`src/rtl/core/sdspi_pkg.sv`:
```
package sdspi_pkg;

    localparam int SECTOR_BYTES = 512;
    localparam int WAKE_BYTES   = 15;
    localparam int SKIP_BYTES   = 10;
    localparam int QUEUE_DEPTH  = 4;

    localparam logic [7:0] RETRY_RESET = 8'd200;

    typedef enum logic [2:0] {
        KIND_INIT  = 3'd0,
        KIND_READ  = 3'd1,
        KIND_WRITE = 3'd2,
        KIND_BYTE  = 3'd3,
        KIND_WDATA = 3'd4
    } in_kind_t;

    typedef enum logic [1:0] {
        RES_XFER  = 2'd0,
        RES_READ  = 2'd1,
        RES_WREQ  = 2'd2,
        RES_DONE  = 2'd3
    } res_kind_t;

    localparam logic [2:0] ST_OK       = 3'd0;
    localparam logic [2:0] ST_CMD0     = 3'd1;
    localparam logic [2:0] ST_CMD1     = 3'd2;
    localparam logic [2:0] ST_RD       = 3'd3;
    localparam logic [2:0] ST_REJECT   = 3'd4;
    localparam logic [2:0] ST_WR       = 3'd5;

    typedef enum logic [2:0] {
        CMD_GO  = 3'd0,
        CMD_IF  = 3'd1,
        CMD_OP  = 3'd2,
        CMD_OCR = 3'd3,
        CMD_RD  = 3'd4,
        CMD_WR  = 3'd5
    } cmd_t;

    // classified word handed from front to back
    typedef struct packed {
        in_kind_t    kind;
        logic [31:0] sector_address;
        logic [7:0]  data_byte;
    } word_t;

    // one result word
    typedef struct packed {
        res_kind_t   result_kind;
        logic [7:0]  tx_byte;
        logic        chip_select;
        logic [7:0]  read_byte;
        logic [2:0]  status;
        logic [7:0]  card_response;
        logic        last;
    } res_t;

    function automatic logic [7:0] frame_byte(cmd_t c, logic [2:0] k, logic [31:0] arg);
        logic [7:0] b;
        b = 8'h00;
        if ((c == CMD_RD || c == CMD_WR) && k >= 3'd1 && k <= 3'd4) begin
            unique case (k)
                3'd1: b = arg[31:24];
                3'd2: b = arg[23:16];
                3'd3: b = arg[15:8];
                default: b = arg[7:0];
            endcase
        end else begin
            case (c)
                CMD_GO: begin
                    case (k)
                        3'd0: b = 8'h40;
                        3'd5: b = 8'h95;
                        default: b = 8'h00;
                    endcase
                end
                CMD_IF: begin
                    case (k)
                        3'd0: b = 8'h48;
                        3'd3: b = 8'h01;
                        3'd4: b = 8'haa;
                        3'd5: b = 8'h87;
                        default: b = 8'h00;
                    endcase
                end
                CMD_OP: begin
                    case (k)
                        3'd0: b = 8'h41;
                        3'd1: b = 8'h40;
                        3'd5: b = 8'hff;
                        default: b = 8'h00;
                    endcase
                end
                CMD_OCR: b = (k == 3'd0) ? 8'h7a : 8'h00;
                CMD_RD: b = (k == 3'd0) ? 8'h51 : 8'hff;
                default: b = (k == 3'd0) ? 8'h58 : 8'hff;
            endcase
        end
        return b;
    endfunction

endpackage

```
`src/rtl/core/sdspi_front.sv`:
```
module sdspi_front (
    input  logic                clk,
    input  logic                rst_n,
    input  logic                in_valid,
    output logic                in_stall,
    input  logic [2:0]          kind,
    input  logic [31:0]         sector_address,
    input  logic [7:0]          data_byte,
    output logic                q_valid,
    input  logic                q_pop,
    output sdspi_pkg::word_t    q_word
);

    localparam int AW = $clog2(sdspi_pkg::QUEUE_DEPTH);

    sdspi_pkg::word_t   mem_reg [sdspi_pkg::QUEUE_DEPTH];
    logic [AW-1:0]      wr_reg, rd_reg;
    logic [AW:0]        cnt_reg;
    logic               push;
    logic               legal;

    // kinds above write data carry nothing and are dropped here
    assign legal    = (kind <= 3'(sdspi_pkg::KIND_WDATA));
    assign in_stall = (cnt_reg == (AW+1)'(sdspi_pkg::QUEUE_DEPTH));
    assign push     = in_valid && !in_stall && legal;
    assign q_valid  = (cnt_reg != '0);
    assign q_word   = mem_reg[rd_reg];

    always_ff @(posedge clk or negedge rst_n)
    begin
        if (!rst_n)
        begin
            wr_reg  <= '0;
            rd_reg  <= '0;
            cnt_reg <= '0;
        end
        else
        begin
            if (push)
                wr_reg <= wr_reg + 1'b1;
            if (q_pop)
                rd_reg <= rd_reg + 1'b1;
            cnt_reg <= cnt_reg + (AW+1)'(push) - (AW+1)'(q_pop);
        end
    end

    always_ff @(posedge clk)
    begin
        if (push)
            mem_reg[wr_reg] <= '{kind: sdspi_pkg::in_kind_t'(kind),
                                 sector_address: sector_address,
                                 data_byte: data_byte};
    end

endmodule

```
`src/rtl/core/sdspi_back.sv`:
```
module sdspi_back #(
    parameter int WAKE_BYTES = sdspi_pkg::WAKE_BYTES,
    parameter int SKIP_BYTES = sdspi_pkg::SKIP_BYTES
) (
    input  logic             clk,
    input  logic             rst_n,
    input  logic             cfg_we,
    input  logic [7:0]       cfg_wdata,
    input  logic             q_valid,
    output logic             q_pop,
    input  sdspi_pkg::word_t q_word,
    output logic             out_valid,
    input  logic             out_stall,
    output sdspi_pkg::res_t  out_res
);

    typedef enum logic [4:0] {
        PH_IDLE, PH_WAKE, PH_CPRE, PH_CBYTE, PH_CPOLL, PH_TRAIL, PH_OCR,
        PH_RTOKEN, PH_RDATA, PH_RCRC, PH_WSKIP, PH_WTOKEN, PH_WREQ,
        PH_WDATA, PH_WCRC, PH_WRESP, PH_WBUSY
    } phase_t;

    phase_t          phase_reg, phase_next;
    logic [9:0]      bc_reg, bc_next;
    logic [7:0]      poll_reg, poll_next;
    logic [7:0]      retry_reg, retry_next;
    logic [7:0]      ver_reg, ver_next;
    logic            blk_reg, blk_next;
    logic [31:0]     arg_reg, arg_next;
    logic            sel_reg, sel_next;
    sdspi_pkg::cmd_t cmd_reg, cmd_next;
    logic [7:0]      resp_reg, resp_next;
    logic [7:0]      limit_reg;

    // up to two results per word, held in a small output buffer
    sdspi_pkg::res_t buf_reg [3];
    logic [1:0]      bcnt_reg, bhead_reg;
    sdspi_pkg::res_t gen [3];
    logic [1:0]      ngen;

    logic            take;
    sdspi_pkg::word_t w;
    logic [7:0]      d;
    logic            drain;

    assign w = q_word;
    assign d = q_word.data_byte;
    // only accept a new word once earlier results are gone or leaving
    assign drain = (bcnt_reg == 2'd0) ||
                   (bcnt_reg == 2'd1 && !out_stall);
    assign take  = q_valid && drain;
    assign q_pop = take;

    assign out_valid = (bcnt_reg != 2'd0);
    assign out_res   = buf_reg[bhead_reg];

    always_comb
    begin
        logic [7:0] rc;
        logic       ok;
        logic [31:0] a;
        phase_next = phase_reg;
        bc_next    = bc_reg;
        poll_next  = poll_reg;
        retry_next = retry_reg;
        ver_next   = ver_reg;
        blk_next   = blk_reg;
        arg_next   = arg_reg;
        sel_next   = sel_reg;
        cmd_next   = cmd_reg;
        resp_next  = resp_reg;
        ngen       = 2'd0;
        rc = '0;
        ok = 1'b0;
        a  = '0;
        for (int i = 0; i < 3; i++)
            gen[i] = '0;

        if (take)
        begin
            case (w.kind)
                sdspi_pkg::KIND_INIT, sdspi_pkg::KIND_READ, sdspi_pkg::KIND_WRITE:
                begin
                    if (phase_reg == PH_IDLE)
                    begin
                        if (w.kind == sdspi_pkg::KIND_INIT)
                        begin
                            phase_next = PH_WAKE;
                            bc_next = 10'd1;
                            sel_next = 1'b1;
                            gen[0] = '{sdspi_pkg::RES_XFER, 8'hff, 1'b1, 8'h0,
                                       sdspi_pkg::ST_OK, 8'h0, 1'b0};
                            ngen = 2'd1;
                        end
                        else
                        begin
                            a = w.sector_address;
                            if (ver_reg == 8'h05 || !blk_reg)
                                a = {a[22:0], 9'd0};
                            arg_next = a;
                            retry_next = '0;
                            cmd_next = (w.kind == sdspi_pkg::KIND_READ) ?
                                       sdspi_pkg::CMD_RD : sdspi_pkg::CMD_WR;
                            phase_next = PH_CPRE;
                            sel_next = 1'b1;
                            gen[0] = '{sdspi_pkg::RES_XFER, 8'hff, 1'b1, 8'h0,
                                       sdspi_pkg::ST_OK, 8'h0, 1'b0};
                            ngen = 2'd1;
                        end
                    end
                end
                sdspi_pkg::KIND_WDATA:
                begin
                    if (phase_reg == PH_WREQ)
                    begin
                        phase_next = PH_WDATA;
                        sel_next = 1'b0;
                        gen[0] = '{sdspi_pkg::RES_XFER, d, 1'b0, 8'h0,
                                   sdspi_pkg::ST_OK, 8'h0, 1'b0};
                        ngen = 2'd1;
                    end
                end
                sdspi_pkg::KIND_BYTE:
                begin
                    unique case (phase_reg)
                        PH_IDLE, PH_WREQ: ;
                        PH_WAKE:
                        begin
                            if (bc_reg < 10'(WAKE_BYTES))
                            begin
                                bc_next = bc_reg + 10'd1;
                                rc = 8'hff;
                                ok = 1'b1;
                                sel_next = 1'b1;
                            end
                            else
                            begin
                                retry_next = '0;
                                cmd_next = sdspi_pkg::CMD_GO;
                                phase_next = PH_CPRE;
                                rc = 8'hff;
                                ok = 1'b1;
                                sel_next = 1'b1;
                            end
                        end
                        PH_CPRE:
                        begin
                            phase_next = PH_CBYTE;
                            bc_next = 10'd1;
                            sel_next = 1'b0;
                            rc = sdspi_pkg::frame_byte(cmd_reg, 3'd0, arg_reg);
                            ok = 1'b1;
                        end
                        PH_CBYTE:
                        begin
                            sel_next = 1'b0;
                            ok = 1'b1;
                            if (bc_reg < 10'd6)
                            begin
                                rc = sdspi_pkg::frame_byte(cmd_reg, bc_reg[2:0], arg_reg);
                                bc_next = bc_reg + 10'd1;
                            end
                            else
                            begin
                                phase_next = PH_CPOLL;
                                poll_next = '0;
                                rc = 8'hff;
                            end
                        end
                        PH_CPOLL:
                        begin
                            poll_next = poll_reg + 8'd1;
                            if (d == 8'hff && (poll_reg + 8'd1) < limit_reg)
                            begin
                                sel_next = 1'b0;
                                rc = 8'hff;
                                ok = 1'b1;
                            end
                            else
                            begin
                                resp_next = d;
                                if (cmd_reg == sdspi_pkg::CMD_IF)
                                begin
                                    ver_next = d;
                                    phase_next = PH_TRAIL;
                                    sel_next = 1'b1;
                                    rc = 8'hff;
                                    ok = 1'b1;
                                end
                                else if (cmd_reg == sdspi_pkg::CMD_OCR)
                                begin
                                    phase_next = PH_OCR;
                                    bc_next = '0;
                                    sel_next = 1'b0;
                                    rc = 8'hff;
                                    ok = 1'b1;
                                end
                                else
                                begin
                                    retry_next = retry_reg + 8'd1;
                                    if (retry_reg + 8'd1 == limit_reg)
                                    begin
                                        phase_next = PH_IDLE;
                                        gen[0] = '{sdspi_pkg::RES_DONE, 8'h0, sel_reg, 8'h0,
                                            (cmd_reg == sdspi_pkg::CMD_GO) ? sdspi_pkg::ST_CMD0 :
                                            (cmd_reg == sdspi_pkg::CMD_OP) ? sdspi_pkg::ST_CMD1 :
                                            (cmd_reg == sdspi_pkg::CMD_RD) ? sdspi_pkg::ST_RD :
                                            sdspi_pkg::ST_WR, d, 1'b0};
                                        ngen = 2'd1;
                                    end
                                    else if (d == ((cmd_reg == sdspi_pkg::CMD_GO) ?
                                                   8'h01 : 8'h00))
                                    begin
                                        ok = 1'b1;
                                        rc = 8'hff;
                                        if (cmd_reg == sdspi_pkg::CMD_RD)
                                        begin
                                            phase_next = PH_RTOKEN;
                                            sel_next = 1'b0;
                                        end
                                        else if (cmd_reg == sdspi_pkg::CMD_WR)
                                        begin
                                            phase_next = PH_WSKIP;
                                            bc_next = '0;
                                            sel_next = 1'b0;
                                        end
                                        else
                                        begin
                                            phase_next = PH_TRAIL;
                                            sel_next = 1'b1;
                                        end
                                    end
                                    else
                                    begin
                                        phase_next = PH_CPRE;
                                        sel_next = 1'b1;
                                        rc = 8'hff;
                                        ok = 1'b1;
                                    end
                                end
                            end
                        end
                        PH_TRAIL:
                        begin
                            if (cmd_reg == sdspi_pkg::CMD_GO || cmd_reg == sdspi_pkg::CMD_IF ||
                                cmd_reg == sdspi_pkg::CMD_OCR)
                            begin
                                retry_next = '0;
                                cmd_next = (cmd_reg == sdspi_pkg::CMD_GO) ? sdspi_pkg::CMD_IF :
                                           (cmd_reg == sdspi_pkg::CMD_IF) ? sdspi_pkg::CMD_OCR :
                                           sdspi_pkg::CMD_OP;
                                phase_next = PH_CPRE;
                                sel_next = 1'b1;
                                rc = 8'hff;
                                ok = 1'b1;
                            end
                            else
                            begin
                                phase_next = PH_IDLE;
                                gen[0] = '{sdspi_pkg::RES_DONE, 8'h0, sel_reg, 8'h0,
                                           sdspi_pkg::ST_OK, resp_reg, 1'b0};
                                ngen = 2'd1;
                            end
                        end
                        PH_OCR:
                        begin
                            if (bc_reg == '0)
                                blk_next = d[6];
                            bc_next = bc_reg + 10'd1;
                            rc = 8'hff;
                            ok = 1'b1;
                            if (bc_reg + 10'd1 < 10'd4)
                                sel_next = 1'b0;
                            else
                            begin
                                phase_next = PH_TRAIL;
                                sel_next = 1'b1;
                            end
                        end
                        PH_RTOKEN:
                        begin
                            if (d == 8'hfe)
                            begin
                                phase_next = PH_RDATA;
                                bc_next = '0;
                            end
                            sel_next = 1'b0;
                            rc = 8'hff;
                            ok = 1'b1;
                        end
                        PH_RDATA:
                        begin
                            gen[0] = '{sdspi_pkg::RES_READ, 8'h0, sel_reg, d,
                                       sdspi_pkg::ST_OK, 8'h0, 1'b0};
                            ngen = 2'd1;
                            bc_next = bc_reg + 10'd1;
                            if (bc_reg == 10'(sdspi_pkg::SECTOR_BYTES - 1))
                            begin
                                phase_next = PH_RCRC;
                                bc_next = '0;
                            end
                            sel_next = 1'b0;
                            rc = 8'hff;
                            ok = 1'b1;
                        end
                        PH_RCRC:
                        begin
                            bc_next = bc_reg + 10'd1;
                            rc = 8'hff;
                            ok = 1'b1;
                            if (bc_reg + 10'd1 < 10'd2)
                                sel_next = 1'b0;
                            else
                            begin
                                phase_next = PH_TRAIL;
                                sel_next = 1'b1;
                            end
                        end
                        PH_WSKIP:
                        begin
                            bc_next = bc_reg + 10'd1;
                            sel_next = 1'b0;
                            ok = 1'b1;
                            if (bc_reg + 10'd1 < 10'(SKIP_BYTES))
                                rc = 8'hff;
                            else
                            begin
                                phase_next = PH_WTOKEN;
                                rc = 8'hfe;
                            end
                        end
                        PH_WTOKEN:
                        begin
                            bc_next = '0;
                            phase_next = PH_WREQ;
                            gen[0] = '{sdspi_pkg::RES_WREQ, 8'h0, sel_reg, 8'h0,
                                       sdspi_pkg::ST_OK, 8'h0, 1'b0};
                            ngen = 2'd1;
                        end
                        PH_WDATA:
                        begin
                            bc_next = bc_reg + 10'd1;
                            // bytes count from zero, so the last sector byte sits one below the sector size
                            if (bc_reg < 10'(sdspi_pkg::SECTOR_BYTES - 1))
                            begin
                                phase_next = PH_WREQ;
                                gen[0] = '{sdspi_pkg::RES_WREQ, 8'h0, sel_reg, 8'h0,
                                           sdspi_pkg::ST_OK, 8'h0, 1'b0};
                                ngen = 2'd1;
                            end
                            else
                            begin
                                phase_next = PH_WCRC;
                                bc_next = '0;
                                sel_next = 1'b0;
                                rc = 8'hff;
                                ok = 1'b1;
                            end
                        end
                        PH_WCRC:
                        begin
                            bc_next = bc_reg + 10'd1;
                            if (bc_reg + 10'd1 >= 10'd2)
                                phase_next = PH_WRESP;
                            sel_next = 1'b0;
                            rc = 8'hff;
                            ok = 1'b1;
                        end
                        PH_WRESP:
                        begin
                            if (d[4:0] != 5'h05)
                            begin
                                sel_next = 1'b1;
                                phase_next = PH_IDLE;
                                gen[0] = '{sdspi_pkg::RES_DONE, 8'h0, 1'b1, 8'h0,
                                           sdspi_pkg::ST_REJECT, resp_reg, 1'b0};
                                ngen = 2'd1;
                            end
                            else
                            begin
                                phase_next = PH_WBUSY;
                                sel_next = 1'b0;
                                rc = 8'hff;
                                ok = 1'b1;
                            end
                        end
                        PH_WBUSY:
                        begin
                            rc = 8'hff;
                            ok = 1'b1;
                            if (d == 8'hff)
                            begin
                                phase_next = PH_TRAIL;
                                sel_next = 1'b1;
                            end
                            else
                                sel_next = 1'b0;
                        end
                        default: ;
                    endcase
                    // the transfer always comes after any other result of this word
                    if (ok)
                    begin
                        gen[ngen] = '{sdspi_pkg::RES_XFER, rc, sel_next, 8'h0,
                                      sdspi_pkg::ST_OK, 8'h0, 1'b0};
                        ngen = ngen + 2'd1;
                    end
                end
                default: ;
            endcase
            if (ngen != 2'd0)
                gen[ngen - 2'd1].last = 1'b1;
        end
    end

    always_ff @(posedge clk or negedge rst_n)
    begin
        if (!rst_n)
        begin
            phase_reg <= PH_IDLE;
            bc_reg    <= '0;
            poll_reg  <= '0;
            retry_reg <= '0;
            ver_reg   <= '0;
            blk_reg   <= 1'b0;
            arg_reg   <= '0;
            sel_reg   <= 1'b1;
            cmd_reg   <= sdspi_pkg::CMD_GO;
            resp_reg  <= '0;
            limit_reg <= sdspi_pkg::RETRY_RESET;
            bcnt_reg  <= '0;
            bhead_reg <= '0;
        end
        else
        begin
            phase_reg <= phase_next;
            bc_reg    <= bc_next;
            poll_reg  <= poll_next;
            retry_reg <= retry_next;
            ver_reg   <= ver_next;
            blk_reg   <= blk_next;
            arg_reg   <= arg_next;
            sel_reg   <= sel_next;
            cmd_reg   <= cmd_next;
            resp_reg  <= resp_next;
            if (cfg_we)
                limit_reg <= cfg_wdata;
            if (take)
            begin
                bcnt_reg  <= ngen;
                bhead_reg <= '0;
            end
            else if (out_valid && !out_stall)
            begin
                bcnt_reg  <= bcnt_reg - 2'd1;
                bhead_reg <= bhead_reg + 2'd1;
            end
        end
    end

    always_ff @(posedge clk)
    begin
        if (take)
            for (int i = 0; i < 3; i++)
                buf_reg[i] <= gen[i];
    end

endmodule

```
`src/rtl/core/sd_card_spi_host_sequencer_top.sv`:
```
// sd card host sequencer, spi mode, one byte exchange per word
//
// input channel: in_valid / in_stall carry kind, sector_address, data_byte.
// kinds: start init, start read, start write, byte received, write data byte.
// output channel: out_valid / out_stall carry one result word per handshake:
// spi transfer, read byte to host, request write byte or done; last marks the
// final result word caused by an input word.
// every transfer word must be answered by one byte-received input word.
// config: cfg_we / cfg_wdata write retry_limit (reset 200); write only when idle.
//
// a four-deep word queue sits behind the input port, so input words keep
// landing while the result side stalls. the sequencer takes one word a
// cycle when its output buffer is empty or holds a last word leaving now;
// a word gives 0 to 2 result words, so while out_stall is low the sustained rate
// is one input word per cycle for single-result words, else one per result word.
// accepted words are registered in the queue, their results in the output buffer.
// reset: card deselected, sequencer idle, queue and output buffer empty.
// on out_stall the current result word holds; queue fills, then in_stall rises
module sd_card_spi_host_sequencer_top #(
    parameter int WAKE_BYTES = sdspi_pkg::WAKE_BYTES,
    parameter int SKIP_BYTES = sdspi_pkg::SKIP_BYTES
) (
    input  logic        clk,
    input  logic        rst_n,
    input  logic        cfg_we,
    input  logic [7:0]  cfg_wdata,
    input  logic        in_valid,
    output logic        in_stall,
    input  logic [2:0]  kind,
    input  logic [31:0] sector_address,
    input  logic [7:0]  data_byte,
    output logic        out_valid,
    input  logic        out_stall,
    output logic [1:0]  result_kind,
    output logic [7:0]  tx_byte,
    output logic        chip_select,
    output logic [7:0]  read_byte,
    output logic [2:0]  status,
    output logic [7:0]  card_response,
    output logic        last
);

    logic             q_valid;
    logic             q_pop;
    sdspi_pkg::word_t q_word;
    sdspi_pkg::res_t  res;

    // front: accepts and queues words
    sdspi_front u_front (
        .clk            (clk),
        .rst_n          (rst_n),
        .in_valid       (in_valid),
        .in_stall       (in_stall),
        .kind           (kind),
        .sector_address (sector_address),
        .data_byte      (data_byte),
        .q_valid        (q_valid),
        .q_pop          (q_pop),
        .q_word         (q_word)
    );

    // back: sequencer plus result buffer
    sdspi_back #(
        .WAKE_BYTES (WAKE_BYTES),
        .SKIP_BYTES (SKIP_BYTES)
    ) u_back (
        .clk       (clk),
        .rst_n     (rst_n),
        .cfg_we    (cfg_we),
        .cfg_wdata (cfg_wdata),
        .q_valid   (q_valid),
        .q_pop     (q_pop),
        .q_word    (q_word),
        .out_valid (out_valid),
        .out_stall (out_stall),
        .out_res   (res)
    );

    assign result_kind   = res.result_kind;
    assign tx_byte       = res.tx_byte;
    assign chip_select   = res.chip_select;
    assign read_byte     = res.read_byte;
    assign status        = res.status;
    assign card_response = res.card_response;
    assign last          = res.last;

endmodule

```
`config.mk`:
```
export PLATFORM = sky130hd
export DESIGN_NAME = sd_card_spi_host_sequencer_top
export DESIGN_NICKNAME = d
export VERILOG_FILES = /design/src/rtl/core/sdspi_pkg.sv /design/src/rtl/core/sdspi_front.sv /design/src/rtl/core/sdspi_back.sv /design/src/rtl/core/sd_card_spi_host_sequencer_top.sv
export SDC_FILE = /design/constraint.sdc
export NUM_CORES = 1
export LEC_CHECK = 0
export ABC_AREA = 1
export BUFFER_PORTS_ARGS = -buffer_cell sky130_fd_sc_hd__buf_4
export CORE_MARGIN = 2
export CORE_UTILIZATION = 46
export DETAILED_ROUTE_END_ITERATION = 16
export PLACE_DENSITY_LB_ADDON = 0.15
export SLEW_MARGIN = 10
export SYNTH_ARGS = -nofsm -noshare
export SYNTH_HDL_FRONTEND = slang
export SYNTH_SLANG_ARGS = --single-unit
```
`constraint.sdc`:
```
create_clock -name clk -period 7.82 [get_ports clk]
set_input_delay 0.391 -clock clk [delete_from_list [all_inputs] [get_ports clk]]
set_output_delay 0.391 -clock clk [all_outputs]
set_load 0.05 [all_outputs]
```
==> results.yml, run 1 <==
job:
  maxCapViolations: 0
place:
  place_area_um2: 16500
  io_buffers: 88
  gp_routability_congestion: 0.957
  hpwl_um: 27100
worst_hold_path:
  worstHoldStart: "sector_address[14]"
  holdPathEnd: "u_front.mem_reg[2][22]"
  min_path_cells: 1
  hold_path.class: "input port to flip-flop"
timing:
  period_needed_ps: 4130
  tns_ps: 0
  setup-violations-final: 0
  slew_headroom_pct: 34.3
  hold_viol: 0
  fin_worst_skew_ps: 10.7
  rsz0062_at_grt: "false"
  fmax_ghz: 0.242
  maxSlewViolCount: 0
  fin_crit_sh_pct: 52.8
  worst_slew_pin_slew_ps: 986
pwr:
  leakage_nw: 7.35
  switching_share_pct: 43.9
  p_sw_w: 0.00318
  irDropWorstVdd_uv: 204
  comb_power_share_pct: 44.1
  clock_power_share_pct: 21.8
  power_density_nw_per_um2: 410
  internal-power_w: 0.00406
  power_frac_seq_pct: 34.2
drt:
  wl_per_cell_um: 17.7
  drc: 0
  vias_per_cell: 5.38
  drtAntennaViolNets: 0
  drt_pre_antenna_iters: 5
  drt_iter0_drc: 735
  vias: 12000
  wirelength_um: 39400
cells_and_area:
  largest_reg_flops: 172
  final-seq-area_um2: 9010
  final_common_cell: "nand2_1"
  final_net_count: 1829
  antenna_cells: 0
  fin_area_um2: 17700
  drive_above_1_share_pct: 11.7
  fillers: 3034
  area_growth_pct: 13.5
  multi_input_area_um2: 5640
  final_cell_mix: "nand2_1 (409), edfxtp_1 (214), nor2_1 (187), o21ai_0 (144), inv_1 (143)"
synth:
  synth_fp_nets: 1755
  synthTopCellsByArea: "edfxtp_1 (41%), dfrtp_1 (16%), nand2_1 (9.9%), o21ai_0 (4.6%), nor2_1 (4.6%)"
  synth_seq_area_share_pct: 57.9
  synth_top_cell_area_share_pct: 41.3
  syn-instance-count: 1675
  ys_types: 56
  ys_ff_latch: 317
  syn_area_um2: 15600
  syn_area_per_cell_um2: 9.29
  yosysWarningCount: 0
  synth_top_area_cell: "edfxtp_1"
clocking:
  post-cts-setup-buffers: 0
  cts_buffers: 35
  h-tree-depth: 2
  clock_sinks: 317
  clock_latency_ps: 520
  cts_tree: "built"
  root_buffer: "clkbuf_16"
  cts.clk_slew.worst_paths_ps: 60
  cts.path.max_buffers: 3
global_routing:
  grt_overflow: 0
  grtUsageTotal_pct: 22.6
  grt_first_pass_wirelength_um: 63000
  grt_max_degree: 89
  antenna_found_initial: 0
  first_global_vias: 11700
critical_path:
  cp_slowest_cell: "inv_6"
  max_stage_delay_ps: 580
  path_class: "flip-flop to flip-flop"
  crit_chain: "buf_4 > inv_6 > nand2_1 > nand3_1 > nand2_1 > nor2_2 > inv_1 > nor2_4 > inv_2 > nor2_2 > nand2_2 > nor2_2 > inv_1 > nand2_1 > o21ai_0"
  crit_arrival_ps: 4530
  required_ps: 8220
  crit_path_end_kind: "flip-flop"
  crit_fanout: 88
  startpoint_type: "flip-flop"
  worstReg2RegStart: "u_front.rd_reg[0]"
  reg2regPathDepth: 15
  r2r_end: "u_back.ver_reg[1]"
  reg2reg_slack_ps: 3690
  startpoint: "u_front.rd_reg[0]"
die:
  die_w_um: 188
  rows: 67
  start_util_pct: 46.5
  dieArea_um2: 35300
  die_height_um: 188
  io_pins: 89
  core-area_um2: 33400
status:
  outcome: "complete, no violations"
-- how the worst max path moves through the flow --
stage	slack (ps)	endpoint
2_1_floorplan	4420	u_front.mem_reg[0][0]
3_3_place_gp	3810	u_back.ver_reg[0]
3_5_place_dp	3680	u_back.ver_reg[1]
4_1_cts	3630	u_back.ver_reg[1]
5_1_grt	3210	u_back.ver_reg[0]
6_report	3690	u_back.ver_reg[1]
-- stage by stage --
step                      std cells  worst slack [ps]  total power, W  hold WS (ps)  util (%)
after global placement         2159              3810         0.00566           388      49.5
after CTS                      2224              3630         0.00729          44.4      52.8
after detailed placement       2159              3680         0.00569           387      49.5
after global routing           2224              3210         0.00774          48.0      52.8
final                          2224              3690         0.00725          65.0      52.8
after floorplan                1675              4420         0.00478          95.4         -
-- logic make-up after synthesis --
logic type      count (synthesis)  synth area share [%]
compound gates                317                  12.2
xor+xnor                       15                 0.845
fa+ha+maj                      24                  1.98
buf+inv                       220                  6.02
flops                         317                  57.9
mux                             1                0.0724
other cells                     1                0.0241
simple gates                  780                  20.9
-- synth_stat cells (all sizes together) --
cell and count:
a211oi 2, nor2 207, o311ai 2, a21oi 51, dfrtp 99, clkbuf 31, nor4 4, ha 23
nor3b 1, a32oi 4, conb 1, fa 1, xnor2 2, xor2 13, o221ai 4, nand3 113
a31oi 17, a41oi 1, o21bai 1, nand4 17, mux2 1, o22ai 29, o211ai 20, a32o 5
edfxtp 214, a22oi 1, o21ai 158, a21boi 1, inv 154, a22o 9, nand2 415, o21a 6
nor3 17, nand3b 1, buf 31, dfstp 4, clkinv 4, or2 5, o31ai 6
-- power groups by stage --
stage | clock (W) | combinational (W) | sequential (W)
after floorplan | 0 | 0.00235 | 0.00243
after global placement | 0 | 0.00316 | 0.00250
after detailed placement | 0 | 0.00318 | 0.00251
after CTS | 0.00162 | 0.00319 | 0.00248
after global routing | 0.00168 | 0.00354 | 0.00252
final | 0.00158 | 0.00319 | 0.00248
-- per-layer routing --
metal	wire length (µm)	track usage (%)
met5	0	0
met4	1300	8.24
met3	1780	2.77
met2	18600	37.6
met1	17700	30.7
-- what timing repair did --
action | CTS | global route
hold endpoints to repair | 27 | 0
hold buffers | 1 | 0
gates resized for setup | 0 | 0
-- layout make-up --
class,count,area share [%]
clock inverter,12,0.723
sequential,317,51.0
tap,448,3.17
clock buffer,52,5.55
multi-input combinational,1138,31.9
inverter,158,3.39
timing repair buffer,99,4.22
-- critical path: cells and delay by family (launching register included) --
family | cells | cell delay [ps]
simple gates | 9 | 1970
buf+inv | 5 | 1510
flops | 1 | 390
compound gates | 1 | 80
(Power assumes the default switching activity.)
==> run 2, diff against run 1 <==
- ABC_AREA: 1 -> 0
- clock period: 7.82 -> 4.1 ns (I/O delays scaled with it)
==> results.yml, run 2 <==
status:
  outcome: "complete, no violations"
cells_and_area:
  final_common_cell: "edfxtp_1"
  largest_reg_flops: 172
  fillers: 2764
  layoutNonFillerInstCount: 1850
  drive_above_1_share_pct: 20.0
  final_net_count: 1463
  final_cell_mix: "edfxtp_1 (214), buf_4 (137), nand2_1 (122), dfrtp_1 (97), nor2_1 (87)"
  antenna_cells: 0
  multi_input_area_um2: 5810
  area_growth_pct: 20.8
  final-seq-area_um2: 9010
synth:
  yosysWarningCount: 0
  ys_ff_latch: 317
  async_reset_ff_share_pct: 32.5
  synth_fp_nets: 1294
  ys_types: 80
  synth_enable_flop_cells: 214
  syn_area_um2: 15200
  synth.most_common_cell: "edfxtp_1"
  syn_area_per_cell_um2: 12.5
  synth.top_cells.by_count: "edfxtp_1 (214), nand2_1 (122), dfrtp_1 (99)"
  synth_top_area_cell: "edfxtp_1"
  synth_top_cell_area_share_pct: 42.3
  syn-instance-count: 1214
  synth_seq_area_share_pct: 59.3
  synthTopCellsByArea: "edfxtp_1 (42%), dfrtp_1 (16%), mux4_2 (6.4%), nand2_1 (3.0%), o21ai_0 (2.8%)"
  synthFlopType: "edfxtp_1"
place:
  place_inst: 1724
  hpwl_um: 25500
  gp_routability_congestion: 0.983
  io_buffers: 88
drt:
  wl_per_cell_um: 19.9
  vias: 10400
  drc: 0
  drtAntennaViolNets: 0
  vias_per_cell: 5.63
  drt_pre_antenna_iters: 6
  drt_iter0_drc: 989
  wirelength_um: 36800
timing:
  slew_headroom_pct: 25.5
  tns_ps: 0
  rsz0062_at_grt: "false"
  hold_viol: 0
  maxSlewViolCount: 0
  fin_crit_sh_pct: 93.4
  setup-violations-final: 0
  fmax_ghz: 0.261
  fin_worst_skew_ps: 23.0
  worst_slew_pin_slew_ps: 1110
  period_needed_ps: 3830
pwr:
  irDropWorstVdd_uv: 467
  leakage_nw: 6.97
  power_density_nw_per_um2: 693
global_routing:
  antenna_found_initial: 0
  grt_first_pass_wirelength_um: 58400
  grt_max_degree: 66
  first_global_vias: 10400
  grt_overflow: 0
  grtUsageTotal_pct: 22.0
critical_path:
  worstReg2RegStart: "u_back.poll_reg[0]"
  crit_arrival_ps: 4080
  crit_path_end_kind: "flip-flop"
  endpoint: "u_back.buf_reg[0][0]"
  crit_fanout: 6
  required_ps: 4350
  crit_chain: "ha_1 > nand3_1 > xnor2_1 > ha_1 > a21o_1 > a21oi_1 > o21a_1 > o211a_2 > and4b_1 > or4_1 > ha_1 > a211oi_2 > a21oi_1"
  cp_slowest_cell: "or4_1"
  reg2reg_slack_ps: 270
  reg2regPathDepth: 13
  max_stage_delay_ps: 540
  r2r_end: "u_back.buf_reg[0][0]"
  startpoint: "u_back.poll_reg[0]"
  cp_common_cell: "ha_1"
  startpoint_type: "flip-flop"
  path_class: "flip-flop to flip-flop"
die:
  die_w_um: 186
  rows: 66
  start_util_pct: 46.7
  core-area_um2: 32500
  die_height_um: 186
  io_pins: 89
  dieArea_um2: 34500
clocking:
  cts.clk_slew.worst_paths_ps: 60
  cts_buffers: 35
  clock_sinks: 317
  cts_tree: "built"
  cts.path.max_buffers: 3
  clock_latency_ps: 520
  h-tree-depth: 2
  root_buffer: "clkbuf_16"
job:
  maxCapViolations: 0
worst_hold_path:
  hold_path.class: "input port to flip-flop"
## run 2: logic make-up (layout without fill, tap and decap cells)
group                    after synthesis  count (layout)  synth area share, %
buffers and inverters                 99             293                 2.61
AO/OA/AOI/OAI                        251             251                 10.8
AND/OR/NAND/NOR                      391             391                 12.8
XOR/XNOR                              26              26                 1.68
flip-flops                           317             317                 59.3
other                                  1               1               0.0247
adder cells (fa/ha/maj)               24              24                 2.03
multiplexers                         105             105                 10.7
## run 2: how the worst min path moves through the flow
stage                                     end   start  depth (start not counted)
final                     u_back.limit_reg[0]  cfg_we                          2
after global routing      u_back.limit_reg[0]  cfg_we                          2
after CTS                 u_back.limit_reg[0]  cfg_we                          2
after detailed placement  u_back.limit_reg[1]   rst_n                          1
after global placement    u_back.limit_reg[0]   rst_n                          1
after floorplan             u_back.arg_reg[0]   rst_n                          0
## run 2: through the flow
| step | total power [W] | setup WS [ps] | area [µm²] | utilization (%) | hold slack, ps |
|---|---|---|---|---|---|
| floorplan | 0.00779 | 414 | 15200 | - | -90.6 |
| global placement | 0.00938 | 320 | 16500 | 50.8 | 294 |
| detailed placement | 0.00943 | 248 | 16500 | 50.8 | 307 |
| CTS | 0.0128 | 193 | 18300 | 56.4 | 25.7 |
| global route | 0.0134 | 8.45 | 18400 | 56.4 | 59.5 |
| finish | 0.0127 | 272 | 18400 | 56.4 | 49.2 |
## run 2: worst max-delay path: cells and delay by family, from the launching register on
kind	cells	cell delay, ps
xor gates and xnor gates	1	170
and+or+nand+nor	3	970
DFF	1	430
adders and majority gates	3	960
AOI/OAI and AO/OA	6	1030
## run 2: cell type report
type / instances / area share [%]
sequential: 317 / 49.1
timing repair buffer: 201 / 9.10
clock buffer: 46 / 5.00
inverter: 30 / 0.614
tap: 442 / 3.01
clock inverter: 16 / 1.49
multi-input combinational: 798 / 31.7
## run 2: power breakdown
group	internal (W)	switching, W
Sequential	0.00411	0.000454
Clock	0.00203	0.00125
Combinational	0.00178	0.00308
## run 2: routing by layer
layer	track usage, %	routed length, µm	share of wire [%]	vias to the layer above
li1	-	-	-	4926
met5	0	0	0	-
met2	36.2	17700	48	286
met3	3.23	1890	5.1	61
met4	5.80	792	2.1	0
met1	30.7	16500	45	5144
## run 2: repair_timing
item,4_1_cts,5_1_grt
endpoints found under the hold margin,223,0
gates resized for setup,0,1
setup endpoints to repair,0,2
setup buffers,0,0
hold buffers,64,0
